`src/hdl/tse_pkg.sv`:
```
// ----------------------------------------------------------------------------
// tse_pkg
// Shared types, constants and the control store of the table search engine.
// ----------------------------------------------------------------------------
package tse_pkg;

    // table geometry
    localparam int TABLE_DEPTH = 16;
    localparam int ENTRY_WIDTH = 32;
    localparam int IDX_W       = $clog2(TABLE_DEPTH);
    localparam int LEN_W       = $clog2(TABLE_DEPTH + 1);
    localparam int BND_W       = LEN_W + 1;

    // field widths fixed by the stream format
    localparam int MODE_W  = 2;
    localparam int INDEX_W = 4;
    localparam int CFG_W   = 5;

    // item kinds
    localparam logic [MODE_W-1:0] MODE_LOAD   = 2'd0;
    localparam logic [MODE_W-1:0] MODE_LINEAR = 2'd1;
    localparam logic [MODE_W-1:0] MODE_BINARY = 2'd2;

    // control store addresses
    typedef logic [3:0] upc_t;
    localparam upc_t ST_IDLE     = 4'd0;
    localparam upc_t ST_LOAD     = 4'd1;
    localparam upc_t ST_LIN_INIT = 4'd2;
    localparam upc_t ST_LIN_LOOP = 4'd3;
    localparam upc_t ST_SWAP_A   = 4'd4;
    localparam upc_t ST_SWAP_B   = 4'd5;
    localparam upc_t ST_BIN_INIT = 4'd6;
    localparam upc_t ST_BIN_CHK  = 4'd7;
    localparam upc_t ST_BIN_CMP  = 4'd8;
    localparam upc_t ST_MISS     = 4'd9;
    localparam upc_t ST_BIN_HIT  = 4'd10;
    localparam upc_t ST_EMIT     = 4'd11;

    // branch conditions
    typedef enum logic [2:0] {
        C_NEVER,
        C_ALWAYS,
        C_LIN_HIT,
        C_LIN_END,
        C_BIN_EMPTY,
        C_BIN_EQ,
        C_OUT_BUSY
    } cond_t;

    // datapath register operations
    typedef enum logic [2:0] {
        DP_NONE,
        DP_LIN_INIT,
        DP_LIN_STEP,
        DP_BIN_INIT,
        DP_BIN_PROBE,
        DP_BIN_UPD
    } dp_op_t;

    // table write operations
    typedef enum logic [1:0] {
        M_NONE,
        M_LOAD,
        M_SWAP_A,
        M_SWAP_B
    } mem_op_t;

    // result staging operations
    typedef enum logic [1:0] {
        R_NONE,
        R_HIT_CMP,
        R_HIT_MID,
        R_MISS
    } res_op_t;

    // one control word
    typedef struct packed {
        logic    dispatch;
        cond_t   cond_a;
        upc_t    tgt_a;
        cond_t   cond_b;
        upc_t    tgt_b;
        logic    stay;
        dp_op_t  dp_op;
        mem_op_t mem_op;
        res_op_t res_op;
        logic    emit;
    } ucode_t;

    // control store contents
    function automatic ucode_t ucode_rom(upc_t addr);
        ucode_t w;
        w = '0;
        case (addr)
            ST_IDLE:
            begin
                w.dispatch = 1'b1;
            end
            ST_LOAD:
            begin
                w.mem_op = M_LOAD;
                w.cond_a = C_ALWAYS;
                w.tgt_a  = ST_IDLE;
            end
            ST_LIN_INIT:
            begin
                w.dp_op = DP_LIN_INIT;
            end
            ST_LIN_LOOP:
            begin
                w.dp_op  = DP_LIN_STEP;
                w.cond_a = C_LIN_HIT;
                w.tgt_a  = ST_SWAP_A;
                w.cond_b = C_LIN_END;
                w.tgt_b  = ST_MISS;
                w.stay   = 1'b1;
            end
            ST_SWAP_A:
            begin
                w.mem_op = M_SWAP_A;
                w.res_op = R_HIT_CMP;
            end
            ST_SWAP_B:
            begin
                w.mem_op = M_SWAP_B;
                w.cond_a = C_ALWAYS;
                w.tgt_a  = ST_EMIT;
            end
            ST_BIN_INIT:
            begin
                w.dp_op = DP_BIN_INIT;
            end
            ST_BIN_CHK:
            begin
                w.dp_op  = DP_BIN_PROBE;
                w.cond_a = C_BIN_EMPTY;
                w.tgt_a  = ST_MISS;
            end
            ST_BIN_CMP:
            begin
                w.dp_op  = DP_BIN_UPD;
                w.cond_a = C_BIN_EQ;
                w.tgt_a  = ST_BIN_HIT;
                w.cond_b = C_ALWAYS;
                w.tgt_b  = ST_BIN_CHK;
            end
            ST_MISS:
            begin
                w.res_op = R_MISS;
                w.cond_a = C_ALWAYS;
                w.tgt_a  = ST_EMIT;
            end
            ST_BIN_HIT:
            begin
                w.res_op = R_HIT_MID;
            end
            ST_EMIT:
            begin
                w.emit   = 1'b1;
                w.cond_a = C_OUT_BUSY;
                w.tgt_a  = ST_EMIT;
                w.cond_b = C_ALWAYS;
                w.tgt_b  = ST_IDLE;
            end
            default:
            begin
                w.cond_a = C_ALWAYS;
                w.tgt_a  = ST_IDLE;
            end
        endcase
        return w;
    endfunction

    // entry point of the routine for each item kind
    function automatic upc_t dispatch_target(logic [MODE_W-1:0] mode);
        upc_t t;
        case (mode)
            MODE_LOAD:   t = ST_LOAD;
            MODE_LINEAR: t = ST_LIN_INIT;
            MODE_BINARY: t = ST_BIN_INIT;
            default:     t = ST_IDLE;
        endcase
        return t;
    endfunction

endpackage

```
`src/hdl/table_search_engine.sv`:
```
// ----------------------------------------------------------------------------
// table_search_engine
// Signed table with entry loads, linear search that swaps a hit with entry 0
// and binary search, run by a microcoded sequencer.
// ----------------------------------------------------------------------------
// One item is taken at a time; s_tready is high only while the sequencer
// waits at its idle step. A load passes through the load step and returns to
// idle; an unused mode stays at idle. A linear search runs the init step and
// then the scan loop, where the single table read port reads one entry per
// cycle; a miss then goes to the miss step, and a hit ends with two write
// steps (SWAP_A, SWAP_B) for the swap with entry 0. A binary search repeats
// a probe of a read step and a compare step, then ends in the hit or the miss
// step. The result sits in an output register, so the next item can be
// taken while it waits; a new result waits only if the previous one has not
// been taken. The table has no reset value and needs no clearing.
module table_search_engine (
    input  logic        clk,
    input  logic        rst_n,
    // configuration write: table_length
    input  logic        cfg_valid,
    output logic        cfg_ready,
    input  logic [tse_pkg::CFG_W-1:0] cfg_data,
    // input stream
    input  logic        s_tvalid,
    output logic        s_tready,
    input  logic [39:0] s_tdata,   // [3:0] entry_index, [35:4] key_value, [39:36] zero
    input  logic [1:0]  s_tuser,   // [1:0] mode
    // result stream
    output logic        m_tvalid,
    input  logic        m_tready,
    output logic [7:0]  m_tdata,   // [3:0] position, [7:4] zero
    output logic [0:0]  m_tuser    // [0] found
);
    import tse_pkg::*;

    // sequencer
    upc_t   upc_reg, upc_next;
    ucode_t uw;

    // item registers
    logic [INDEX_W-1:0]     idx_reg;
    logic [ENTRY_WIDTH-1:0] key_reg;
    logic [CFG_W-1:0]       len_reg;

    // datapath registers
    logic [LEN_W-1:0]         ptr_reg;
    logic [IDX_W-1:0]         cmp_ptr_reg;
    logic                     rd_vld_reg;
    logic [ENTRY_WIDTH-1:0]   front_reg;
    logic signed [BND_W-1:0]  lo_reg;
    logic signed [BND_W-1:0]  hi_reg;
    logic [IDX_W-1:0]         mid_reg;
    logic                     res_found_reg;
    logic [IDX_W-1:0]         res_pos_reg;
    logic                     m_tvalid_reg;
    logic                     out_found_reg;
    logic [IDX_W-1:0]         out_pos_reg;

    // table memory
    logic [ENTRY_WIDTH-1:0] mem [TABLE_DEPTH];
    logic [ENTRY_WIDTH-1:0] rd_data_reg;
    logic [IDX_W-1:0]       rd_addr;
    logic [IDX_W-1:0]       wr_addr;
    logic [ENTRY_WIDTH-1:0] wr_data;
    logic                   wr_en;

    // derived values
    logic [LEN_W-1:0]        act_len;
    logic signed [BND_W-1:0] bnd_sum;
    logic [IDX_W-1:0]        mid_calc;
    logic                    s_xfer;
    logic                    out_busy;
    logic                    cond_a_ok;
    logic                    cond_b_ok;
    logic                    scan_more;
    logic                    lin_hit;

    assign uw        = ucode_rom(upc_reg);
    assign s_tready  = (upc_reg == ST_IDLE);
    assign s_xfer    = s_tvalid && s_tready;
    assign cfg_ready = 1'b1;
    assign out_busy  = m_tvalid_reg && !m_tready;

    // clamp the configured length to the table depth
    assign act_len = (len_reg > CFG_W'(TABLE_DEPTH)) ? LEN_W'(TABLE_DEPTH)
                                                     : LEN_W'(len_reg);
    assign scan_more = (ptr_reg < act_len);
    assign lin_hit   = rd_vld_reg && (rd_data_reg == key_reg);
    assign bnd_sum   = lo_reg + hi_reg;
    assign mid_calc  = bnd_sum[IDX_W:1];

    // condition evaluation
    function automatic logic cond_eval(cond_t c, logic lin_hit, logic lin_end,
                                       logic bin_empty, logic bin_eq, logic busy);
        logic r;
        case (c)
            C_NEVER:     r = 1'b0;
            C_ALWAYS:    r = 1'b1;
            C_LIN_HIT:   r = lin_hit;
            C_LIN_END:   r = lin_end;
            C_BIN_EMPTY: r = bin_empty;
            C_BIN_EQ:    r = bin_eq;
            C_OUT_BUSY:  r = busy;
            default:     r = 1'b0;
        endcase
        return r;
    endfunction

    assign cond_a_ok = cond_eval(uw.cond_a, lin_hit,
                                 !scan_more, lo_reg > hi_reg,
                                 rd_data_reg == key_reg, out_busy);
    assign cond_b_ok = cond_eval(uw.cond_b, lin_hit,
                                 !scan_more, lo_reg > hi_reg,
                                 rd_data_reg == key_reg, out_busy);

    // next step address
    always_comb
    begin
        if (uw.dispatch)
        begin
            upc_next = s_xfer ? dispatch_target(s_tuser[MODE_W-1:0]) : ST_IDLE;
        end
        else if (cond_a_ok)
        begin
            upc_next = uw.tgt_a;
        end
        else if (cond_b_ok)
        begin
            upc_next = uw.tgt_b;
        end
        else if (uw.stay)
        begin
            upc_next = upc_reg;
        end
        else
        begin
            upc_next = upc_reg + upc_t'(1);
        end
    end

    // step counter
    always_ff @(posedge clk or negedge rst_n)
    begin
        if (!rst_n)
        begin
            upc_reg <= ST_IDLE;
        end
        else
        begin
            upc_reg <= upc_next;
        end
    end

    // configuration register
    always_ff @(posedge clk or negedge rst_n)
    begin
        if (!rst_n)
        begin
            len_reg <= '0;
        end
        else if (cfg_valid && cfg_ready)
        begin
            len_reg <= cfg_data;
        end
    end

    // capture of the accepted item
    always_ff @(posedge clk)
    begin
        if (s_xfer)
        begin
            idx_reg <= s_tdata[INDEX_W-1:0];
            key_reg <= s_tdata[INDEX_W +: ENTRY_WIDTH];
        end
    end

    // scan read valid flag
    always_ff @(posedge clk or negedge rst_n)
    begin
        if (!rst_n)
        begin
            rd_vld_reg <= 1'b0;
        end
        else if (uw.dp_op == DP_LIN_INIT)
        begin
            rd_vld_reg <= 1'b0;
        end
        else if (uw.dp_op == DP_LIN_STEP)
        begin
            rd_vld_reg <= scan_more;
        end
    end

    // scan and bisection registers
    always_ff @(posedge clk)
    begin
        case (uw.dp_op)
            DP_LIN_INIT:
            begin
                ptr_reg <= '0;
            end
            DP_LIN_STEP:
            begin
                if (rd_vld_reg && (cmp_ptr_reg == '0))
                begin
                    front_reg <= rd_data_reg;
                end
                // hold the matching index for the swap
                if (scan_more && !lin_hit)
                begin
                    cmp_ptr_reg <= ptr_reg[IDX_W-1:0];
                    ptr_reg     <= ptr_reg + LEN_W'(1);
                end
            end
            DP_BIN_INIT:
            begin
                lo_reg <= '0;
                hi_reg <= $signed({1'b0, act_len}) - BND_W'(1);
            end
            DP_BIN_PROBE:
            begin
                mid_reg <= mid_calc;
            end
            DP_BIN_UPD:
            begin
                if ($signed(key_reg) < $signed(rd_data_reg))
                begin
                    hi_reg <= $signed({{(BND_W-IDX_W){1'b0}}, mid_reg}) - BND_W'(1);
                end
                else
                begin
                    lo_reg <= $signed({{(BND_W-IDX_W){1'b0}}, mid_reg}) + BND_W'(1);
                end
            end
            default:
            begin
            end
        endcase
    end

    // table port address and write selection
    always_comb
    begin
        rd_addr = (uw.dp_op == DP_BIN_PROBE) ? mid_calc : ptr_reg[IDX_W-1:0];
        wr_en   = 1'b0;
        wr_addr = '0;
        wr_data = key_reg;
        case (uw.mem_op)
            M_LOAD:
            begin
                wr_en   = (32'(idx_reg) < TABLE_DEPTH);
                wr_addr = idx_reg[IDX_W-1:0];
            end
            M_SWAP_A:
            begin
                wr_en   = 1'b1;
                wr_addr = cmp_ptr_reg;
                wr_data = front_reg;
            end
            M_SWAP_B:
            begin
                wr_en   = 1'b1;
            end
            default:
            begin
            end
        endcase
    end

    // table memory
    always_ff @(posedge clk)
    begin
        if (wr_en)
        begin
            mem[wr_addr] <= wr_data;
        end
        rd_data_reg <= mem[rd_addr];
    end

    // result staging
    always_ff @(posedge clk)
    begin
        case (uw.res_op)
            R_HIT_CMP:
            begin
                res_found_reg <= 1'b1;
                res_pos_reg   <= cmp_ptr_reg;
            end
            R_HIT_MID:
            begin
                res_found_reg <= 1'b1;
                res_pos_reg   <= mid_reg;
            end
            R_MISS:
            begin
                res_found_reg <= 1'b0;
                res_pos_reg   <= '0;
            end
            default:
            begin
            end
        endcase
    end

    // output register valid
    always_ff @(posedge clk or negedge rst_n)
    begin
        if (!rst_n)
        begin
            m_tvalid_reg <= 1'b0;
        end
        else if (uw.emit && !out_busy)
        begin
            m_tvalid_reg <= 1'b1;
        end
        else if (m_tready)
        begin
            m_tvalid_reg <= 1'b0;
        end
    end

    // output register payload
    always_ff @(posedge clk)
    begin
        if (uw.emit && !out_busy)
        begin
            out_found_reg <= res_found_reg;
            out_pos_reg   <= res_pos_reg;
        end
    end

    assign m_tvalid = m_tvalid_reg;
    assign m_tdata  = {{(8-IDX_W){1'b0}}, out_pos_reg};
    assign m_tuser  = out_found_reg;

    // a load transfer enters the load step
    assert property (@(posedge clk) disable iff (!rst_n)
        (s_xfer && (s_tuser == MODE_LOAD)) |=> (upc_reg == ST_LOAD))
        else $error("load transfer did not start the load step");

    // a stalled result holds the sequencer at the emit step
    assert property (@(posedge clk) disable iff (!rst_n)
        ((upc_reg == ST_EMIT) && out_busy) |=> (upc_reg == ST_EMIT))
        else $error("emit step left while output was stalled");

    // a compared scan entry lies inside the searched range
    assert property (@(posedge clk) disable iff (!rst_n)
        ((upc_reg == ST_LIN_LOOP) && rd_vld_reg) |-> (LEN_W'(cmp_ptr_reg) < act_len))
        else $error("scan compared an entry outside the table length");

    // a bisection probe lies inside the searched range
    assert property (@(posedge clk) disable iff (!rst_n)
        (upc_reg == ST_BIN_CMP) |-> (LEN_W'(mid_reg) < act_len))
        else $error("binary probe outside the table length");

    // a new result appears only from the emit step
    assert property (@(posedge clk) disable iff (!rst_n)
        $rose(m_tvalid_reg) |-> $past(upc_reg == ST_EMIT))
        else $error("result raised outside the emit step");

endmodule

```
`config.mk`:
```
export PLATFORM = sky130hd
export DESIGN_NAME = table_search_engine
export DESIGN_NICKNAME = d
export VERILOG_FILES = /design/src/hdl/tse_pkg.sv /design/src/hdl/table_search_engine.sv
export SDC_FILE = /design/constraint.sdc
export NUM_CORES = 1
export LEC_CHECK = 0
export BUFFER_PORTS_ARGS = -buffer_cell sky130_fd_sc_hd__buf_2
export CAP_MARGIN = 10
export CORE_ASPECT_RATIO = 0.8
export CORE_MARGIN = 1.5
export CORE_UTILIZATION = 36
export DETAILED_ROUTE_END_ITERATION = 10
export SKIP_CTS_REPAIR_TIMING = 1
export SYNTH_ARGS = -nofsm -noshare
export SYNTH_HDL_FRONTEND = slang
export SYNTH_SLANG_ARGS = --single-unit
```
`constraint.sdc`:
```
create_clock -name clk -period 6.34 [get_ports clk]
set_clock_uncertainty 0.2 [all_clocks]
set_input_delay 1.902 -clock clk [delete_from_list [all_inputs] [get_ports clk]]
set_output_delay 1.902 -clock clk [all_outputs]
set_load 0.01 [all_outputs]
```
After elaboration in Yosys (flattened, before gate mapping)
Memories as Yosys holds them, arrays and structs flattened. A register that Yosys moved wholly into a read port is not among the register bits. Index checks and enable logic that the tools add are counted.

Reduce and logical (&&, ||, !) cells: 27. Magnitude comparators: 4. Equal/unequal tests: 41. $add $sub $neg: 6. Muxes and demuxes: 35.

Operators by type and width (number): 7-bit case mux with 6 select lines (1); 32-bit == test (1); 32-bit less-than comparator (1); 32-bit 2-to-1 mux (1); 4-bit 2-to-1 mux (6); 6-bit case mux with 2 select lines (2); 6-bit case mux with 3 select lines (1); 4-bit by 3-bit == test with 1-bit output (second input constant) (4); 4-bit == test (second input constant) (4); 3-bit == test (second input constant) (5); 3-bit case mux with 5 select lines (1); 2-bit == test (second input constant) (7); 3-bit by 2-bit == test with 1-bit output (second input constant) (4); 6-bit 2-to-1 mux (2); 1-bit case mux with 6 select lines (2); 2-bit case mux with 3 select lines (2); 4-bit case mux with 3 select lines (1); 1-bit 2-to-1 mux (10); 5-bit 2-to-1 mux (2); 5-bit case mux with 2 select lines (1); 2-bit AND reduction (5); 2-bit by 3-bit == test with 1-bit output (second input constant) (3); 3-bit case mux with 3 select lines (1); 2-bit by 1-bit == test with 1-bit output (second input constant) (4); 26 further kinds (42).

Logic and storage cells: 130. Input port bits: 52. Bits in writable memories: 512. Register bits after elaboration: 114. Memories: 1. Output and inout bits: 12.

Memories: mem (words 16, width 32, read ports 1, clocked after Yosys merged registers in 1, write ports 1, RTL line table_search_engine.sv:60) `logic [ENTRY_WIDTH-1:0] mem [TABLE_DEPTH];`.

Depth between registers and ports, before layout
Gate-level depths: netlist (run 1).

Depth after elaboration: 8. Mapped depth: 14. Mapped depth without buffers: 9.

Worst setup path before layout (run 1)
OpenSTA, ideal clock, no wires.

Path type: flip-flop to flip-flop. Start: register upc_reg[0]. End: memory mem[0][0], enable pin. Path slack: 2.041 ns. Data required time: 5.719 ns. Arrival time: 3.678 ns. Cell stages (with the launch flop): 12. Path buffers: 2. Setup time: 0.421 ns. Period minus slack after synthesis: 4.299 ns. Path through: dfrtp_1 > inv_1 > ha_1 > clkbuf_1 > o21ai_0 > inv_1 > ha_1 > clkbuf_1 > a22oi_1 > a21oi_1 > or2_2 > nor2_1.

Cells in the longest elaborated chain, start to end: 7. Elaborated cells between the ends (all ways): 12. Those cells by class: eq/ne (6); mux (5); reduce/logical (1).

RTL lines: start, declared (RTL line table_search_engine.sv:37) `upc_t upc_reg, upc_next;`; start signal, assigned (RTL line table_search_engine.sv:150) `upc_reg <= upc_next;`; 4-bit by 3-bit == test with 1-bit output or 4-bit by 1-bit == test with 1-bit output (tied branches) (RTL line tse_pkg.sv:94) `case (addr)`; 2-bit case mux with 3 select lines (*) (RTL line tse_pkg.sv:94); 2-bit == test or 2-bit by 1-bit == test with 1-bit output (tied branches) (RTL line table_search_engine.sv:248) `case (uw.mem_op)`; 3-bit OR reduction (no source line); 1-bit 2-to-1 mux (RTL line table_search_engine.sv:248); 1-bit 2-to-1 mux (RTL line table_search_engine.sv:273) `if (wr_en)`; 1-bit 2-to-1 mux (not written as such) (RTL line table_search_engine.sv:275) `mem[wr_addr] <= wr_data;`; end, declared (RTL line table_search_engine.sv:60).

Every way passes the cells marked *; elsewhere a longest branch is shown, timed or not.

Worst setup path after layout (run 1)
Start: register upc_reg[0]. End: register rd_data_reg[24] (read register of mem).

Cells in the longest elaborated chain, start to end: 4. Elaborated cells between the ends (all ways): 8. Those cells by class: eq/ne (6); mux (2).

RTL lines: 4-bit == test, or another cell as far along (RTL line tse_pkg.sv:94); 3-bit case mux with 5 select lines (*) (RTL line tse_pkg.sv:94); 3-bit == test (*) (RTL line table_search_engine.sv:244) `rd_addr = (uw.dp_op == DP_BIN_PROBE) ? mid_calc : ptr_reg[IDX_W-1:0];`; 4-bit 2-to-1 mux (*) (RTL line table_search_engine.sv:244); end, declared (RTL line table_search_engine.sv:61) `logic [ENTRY_WIDTH-1:0] rd_data_reg;`.

Marked as above. A chain may end at the register's enable or synchronous reset.

==> results of run 1 <==
## worst max path at each step
stage | start | slack (ns) | to | cells after the start
finish | upc_reg[0] | 1.76 | rd_data_reg[24] | 8
global route | upc_reg[0] | 1.46 | rd_data_reg[19] | 8
CTS | upc_reg[0] | 1.77 | rd_data_reg[24] | 8
detailed placement | upc_reg[0] | 1.77 | rd_data_reg[24] | 8
global placement | upc_reg[0] | 1.83 | rd_data_reg[24] | 8
floorplan | upc_reg[0] | 2.04 | mem[0][0] | 11
## power groups by stage
stage	registers (mW)	clock network, mW	logic [mW]
after global placement	5.67	0	3.09
after detailed placement	5.68	0	3.15
after floorplan	5.59	0	2.30
after CTS	5.60	3.96	3.17
after global routing	5.63	4.11	3.50
final	5.59	3.86	3.16
## per-stage QoR
| stage | instances | instance area [um^2] | util, % | hold slack (ns) | power [mW] |
|---|---|---|---|---|---|
| floorplan | 1832 | 27100 | - | 0.200 | 7.90 |
| global placement | 2816 | 28600 | 38.7 | 0.207 | 8.76 |
| detailed placement | 2816 | 28600 | 38.7 | 0.216 | 8.84 |
| CTS | 2936 | 30800 | 41.6 | 0.228 | 12.7 |
| global route | 2936 | 30800 | 41.6 | 0.233 | 13.2 |
| finish | 2936 | 30800 | 41.6 | 0.229 | 12.6 |
## worst register-to-register path: stages (launching register included)
cell	delay, ns
dfrtp_1	0.43
ha_1	0.61
nor4bb_4	0.92
mux2_8	0.81
buf_4	0.66
mux2i_1	0.25
mux2_2	0.17
o32ai_1	0.09
a221o_1	0.32
## layer usage
metal / up-vias / wire length (um)
met1: 7818 / 29200
li1: 7081 / -
met5: - / 0
met4: 0 / 1330
met3: 86 / 4080
met2: 503 / 28400
## final cells by class
class | count | area, um^2
Sequential cell | 657 | 19400
Clock buffer | 92 | 1860
Timing Repair Buffer | 91 | 673
Fill cell | 6661 | 43300
Clock inverter | 28 | 270
Inverter | 52 | 195
Multi-Input combinational cell | 1015 | 7160
Tap cell | 1001 | 1250
## cell families after synthesis
| kind of cell | count (synthesis) | share of synthesized area, % |
|---|---|---|
| compound gates | 316 | 8.40 |
| xor+xnor | 13 | 0.420 |
| fa+ha+maj | 59 | 2.75 |
| buf+inv | 160 | 2.86 |
| flops | 657 | 71.5 |
| mux | 140 | 5.51 |
| other cells | 2 | 0.0277 |
| simple gates | 482 | 8.58 |
## synthesized netlist by cell type, types with 2 or more instances
cell / count
a31oi_1: 67
and2_1: 93
or2_2: 3
nand2_1: 234
o31ai_1: 3
nand3b_1: 2
ha_1: 58
nand3_1: 14
buf_1: 9
nor3_1: 15
nor2_1: 42
nor4_1: 2
and3_1: 36
o211ai_1: 2
a221o_1: 32
o21ai_0: 27
mux2_2: 68
o22ai_1: 2
clkbuf_1: 40
a211oi_1: 96
dfxtp_1: 32
edfxtp_1: 614
o21ai_1: 3
or3_1: 4
xnor2_1: 4
nand4_1: 7
a21o_1: 3
mux2i_1: 71
buf_6: 10
o311ai_0: 2
dfrtp_1: 11
nand2b_1: 10
conb_1: 2
buf_2: 33
and2_0: 3
o221ai_1: 2
inv_1: 52
buf_4: 15
o32ai_1: 31
xor2_1: 9
nor2b_1: 12
a21oi_1: 29
o21a_1: 3
a22oi_1: 4
==> results_dict.tcl, run 1 <==
set metrics [dict create \
    largest_reg_flops 512 \
    area_growth_pct 13.6 \
    crit_slowest_cell "nor4bb_4" \
    finalSetupViolations 0 \
    final.period_utilization_pct 72.3 \
    layout-drive-gt1-share_pct 14.6 \
    synthTopCellsByArea "edfxtp_1 (68%), nand2_1 (3.2%), mux2_2 (2.8%)" \
    clockBufferDepth 3 \
    drt_pass1_iterations 6 \
    grt.busiest_layer "met2" \
    viasPerCell 5.28 \
    cts_tree "done" \
    hold_class "reg -> reg" \
    finalSetupTns_ns 0 \
    path_cells "ha_1 -> nor4bb_4 -> mux2_8 -> buf_4 -> mux2i_1 -> mux2_2 -> o32ai_1 -> a221o_1" \
    cts_buffers 67 \
    gp_congestion 0.802 \
    grt_max_degree 127 \
    cts_root_buf "clkbuf_16" \
    die_y_um 248 \
    clk_pin_slew_ns 0.06 \
    irDropWorstVdd_uv 184 \
    synth.cell_area_mm2 0.0271 \
    synth-edff-count 614 \
    switching_share_pct 30.4 \
    std_cell_rows 89 \
    cp_max_fo 100 \
    vias 15500 \
    ioPinCount 64 \
    cp.arrival_ns 4.87 \
    relSlewSlack_pct 24.7 \
    worst_pin_slew_ns 1.13 \
    synth_top_area_share_pct 68.1 \
    fmax_ghz 0.218 \
    wl_per_cell_um 21.5 \
    die_width_um 310 \
    r2r_cells 8 \
    hold_end "out_pos_reg[1]" \
    synth_cell_types 62 \
    hold-path-cell-count 0 \
    syn_inst 1829 \
    seq_power_share_pct 44.4 \
    wirelength_mm 63.0 \
    antenna_found_initial 0 \
    outcome "completed" \
    drt-initial-drc-count 1536 \
    cpLargestDelayFamily "multiplexers" \
    fin_ws_ns 1.76 \
    async_flop_share_pct 1.67 \
    ys.flop_type "edfxtp_1" \
    cts_sinks 657 \
    slew_viol_final 0 \
    core_area_mm2 0.0741 \
    gr-total-overflow 0 \
    ant_nets 0 \
    met1_usage_pct 23.9 \
    pre_cts_slack_ns 1.77 \
    leakage_nw 10.4 \
    hold_path_startpoint "res_pos_reg[1]" \
    intPower_mw 8.77 \
    start_util_pct 36.6 \
    diodes 0 \
    seq_area_frac_synth_pct 71.5 \
    hpwl_mm 34.3 \
    synth_top_area_cell "edfxtp_1" \
    reg2reg_to "rd_data_reg[24]" \
    die_area_mm2 0.0769 \
    grt_pass1_vias 15000 \
    drc 0 \
    avgSynthCellArea_um2 14.8 \
    htreeDepth 3 \
    p_sw_mw 3.83 \
    power.share.clock_pct 30.6 \
    worstSetupStartpointType "register" \
    grtUsageMet2_pct 25.6 \
    worstSetupPathType "reg -> reg" \
    rrSetupSlack_ns 1.76 \
    hold_violations 0 \
    worstReg2RegStart "upc_reg[0]" \
    final_cell_mix "edfxtp_1 (614), nand2_1 (234), a211oi_1 (96)" \
    period_needed_ns 4.58 \
    cp-end-kind "register" \
    portBuffers 54 \
    rsz0062_at_grt "no" \
    grt_pass1_wl_mm 94.4 \
    clk_latency_ns 0.60 \
    fin_nets 1995 \
    drv_cap 0 \
    grt_usage_pct 16.5 \
    ys_ff_latch 657 \
    grt.met3_usage_pct 2.99 \
    comb_power_share_pct 25.0 \
    regMostFlops "mem" \
    power_density_mw_per_mm2 410 \
    crit_buf_inv 1 \
    final_common_cell "edfxtp_1" \
    required_ns 6.63 \
    slowest_delay_ns 0.92 \
    yosys_warnings 0 \
]
Note: power is estimated with default switching activity, not from simulation.
==> run 2, diff against run 1 <==
Clock period 6.34 ns to 4.7 ns, I/O delays scaled along.
==> run 2 against run 1 <==
Net effect:
- first-iteration DRC count is 1.2% higher
- non-clock buffer count is 10 higher
- die area stayed put
- routed wire length is 1.5% higher
- global-route usage is 0.21 points higher
- worst setup slack worse by 0.96 ns
- highest routed layer unchanged
- critical path depth is 1 lower
- utilization is 0.30 points higher
- combinational power is 38% higher
- sequential power is 35% higher
- count of clock-buffer cells in the layout is 2 higher
==> results_dict.tcl, run 2 (same netlist as run 1, synthesis figures left out) <==
set metrics [dict create \
    outcome "completed" \
    fin_area_mm2 0.0310 \
    finalSetupTns_ns 0 \
    die_y_um 248 \
    clk_latency_ns 0.63 \
    period_needed_ns 3.91 \
    gp_congestion 0.798 \
    layout.area.seq_mm2 0.0194 \
    cp-end-kind "register" \
    worstSetupEndpoint "mem[12][29]" \
    clk_pin_slew_ns 0.06 \
    fin_ws_ns 0.792 \
    worstSetupStartpointType "register" \
    reg2reg_to "mem[12][29]" \
    hold_class "reg -> reg" \
    grt_pass1_wl_mm 94.9 \
    cts_buffers 68 \
    htreeDepth 3 \
    slew_viol_final 0 \
    drv_cap 0 \
    cts_root_buf "clkbuf_16" \
    wirelength_mm 64.0 \
    portBuffers 54 \
    worstReg2RegStart "upc_reg[2]" \
    vias 15500 \
    critPathLaunch "upc_reg[2]" \
    ioPinCount 64 \
    fin_nets 2006 \
    drt-initial-drc-count 1555 \
    irDropWorstVdd_uv 283 \
    final_cell_mix "edfxtp_1 (614), nand2_1 (234), a211oi_1 (96)" \
    cp.arrival_ns 3.94 \
    finalSetupViolations 0 \
    largest_reg_flops 512 \
    gr-total-overflow 0 \
    postPlaceCellArea_mm2 0.0288 \
    rsz0062_at_grt "no" \
    power_density_mw_per_mm2 557 \
    fillCellCount 6549 \
    r2r_cells 7 \
    cp_max_fo 32 \
    multi_input_area_mm2 0.00716 \
    drt_pass1_iterations 5 \
    total_power_mw 17.3 \
    final.period_utilization_pct 83.1 \
    cts_sinks 657 \
    ant_nets 0 \
    worst_pin_slew_ns 0.935 \
    std_cell_rows 89 \
    die_area_mm2 0.0769 \
    required_ns 4.74 \
    regMostFlops "mem" \
    worstSetupPathType "reg -> reg" \
    start_util_pct 36.6 \
    wl_per_cell_um 21.7 \
    hpwl_mm 33.8 \
    layout-drive-gt1-share_pct 15.5 \
    area_growth_pct 14.4 \
    grt_max_degree 117 \
    drc 0 \
    rrSetupSlack_ns 0.79 \
    viasPerCell 5.27 \
    diodes 0 \
    clockBufferDepth 3 \
    grt_pass1_vias 14800 \
    grt_usage_pct 16.7 \
    antenna_found_initial 0 \
    cts_tree "done" \
    core_area_mm2 0.0741 \
    leakage_nw 10.6 \
    fmax_ghz 0.256 \
    hold_violations 0 \
    pre_cts_slack_ns 0.770 \
    final_common_cell "edfxtp_1" \
    relSlewSlack_pct 37.7 \
    die_width_um 310 \
]
## run 2: cell types whose count changed in the layout (fill, tap and decap cells not counted), moves of 2 or more
cell | previous run | this run
clkinv_1 | 11 | 3
buf_4 | 27 | 33
buf_12 | 10 | 14
clkinv_2 | 7 | 11
clkbuf_1 | 18 | 20
clkinv_16 | 0 | 2
clkinv_4 | 0 | 2
## run 2: power breakdown
group | switching, mW | internal [mW] | total, mW
logic | 2.76 | 1.59 | 4.36
clock network | 2.26 | 3.09 | 5.35
registers | 0.265 | 7.28 | 7.54
total | 5.29 | 12.0 | 17.3
## run 2: area by class of cell
class                           instances  share of cell area (%)
Sequential cell                       657                    62.4
Multi-Input combinational cell       1015                    23.1
Clock inverter                         30                    1.20
Clock buffer                           94                    6.00
Timing Repair Buffer                  101                    2.58
Tap cell                             1001                    4.04
Inverter                               52                   0.630
## run 2: layer usage
layer  vias to the layer above  track usage [%]  routed length [um]  share of wire, %
li1                       7101                -                   -                 -
met1                      7867             24.1               29900                47
met2                       460             25.6               28700                45
met3                       105             2.99                3760               5.9
met4                         0             5.07                1580               2.5
met5                         -                0                   0                 0
## run 2: per-stage QoR
| stage | cells | hold WS, ns | util, % |
|---|---|---|---|
| 6_report | 2950 | 0.210 | 41.9 |
| 5_1_grt | 2950 | 0.228 | 41.9 |
| 4_1_cts | 2950 | 0.212 | 41.9 |
| 3_5_place_dp | 2826 | 0.207 | 38.8 |
| 3_3_place_gp | 2826 | 0.205 | 38.8 |
| 2_1_floorplan | 1832 | 0.200 | - |
## run 2: worst min-delay path by stage
stage                               from             end  slack [ns]  depth (start not counted)
after floorplan            res_found_reg         m_tuser        0.20                          0
after global placement     res_found_reg         m_tuser        0.20                          0
after detailed placement  res_pos_reg[1]  out_pos_reg[1]        0.21                          0
after CTS                 res_pos_reg[2]  out_pos_reg[2]        0.21                          0
after global routing      res_pos_reg[1]  out_pos_reg[1]        0.23                          0
final                     res_pos_reg[2]  out_pos_reg[2]        0.21                          0
## run 2: critical path: stages (launching register included)
cell and delay [ns]:
dfrtp_1 0.67, nor2b_1 0.47, o21ai_0 0.32, ha_1 0.34
a22oi_1 0.36, a21oi_1 0.35, nor2_4 0.18, buf_4 0.62
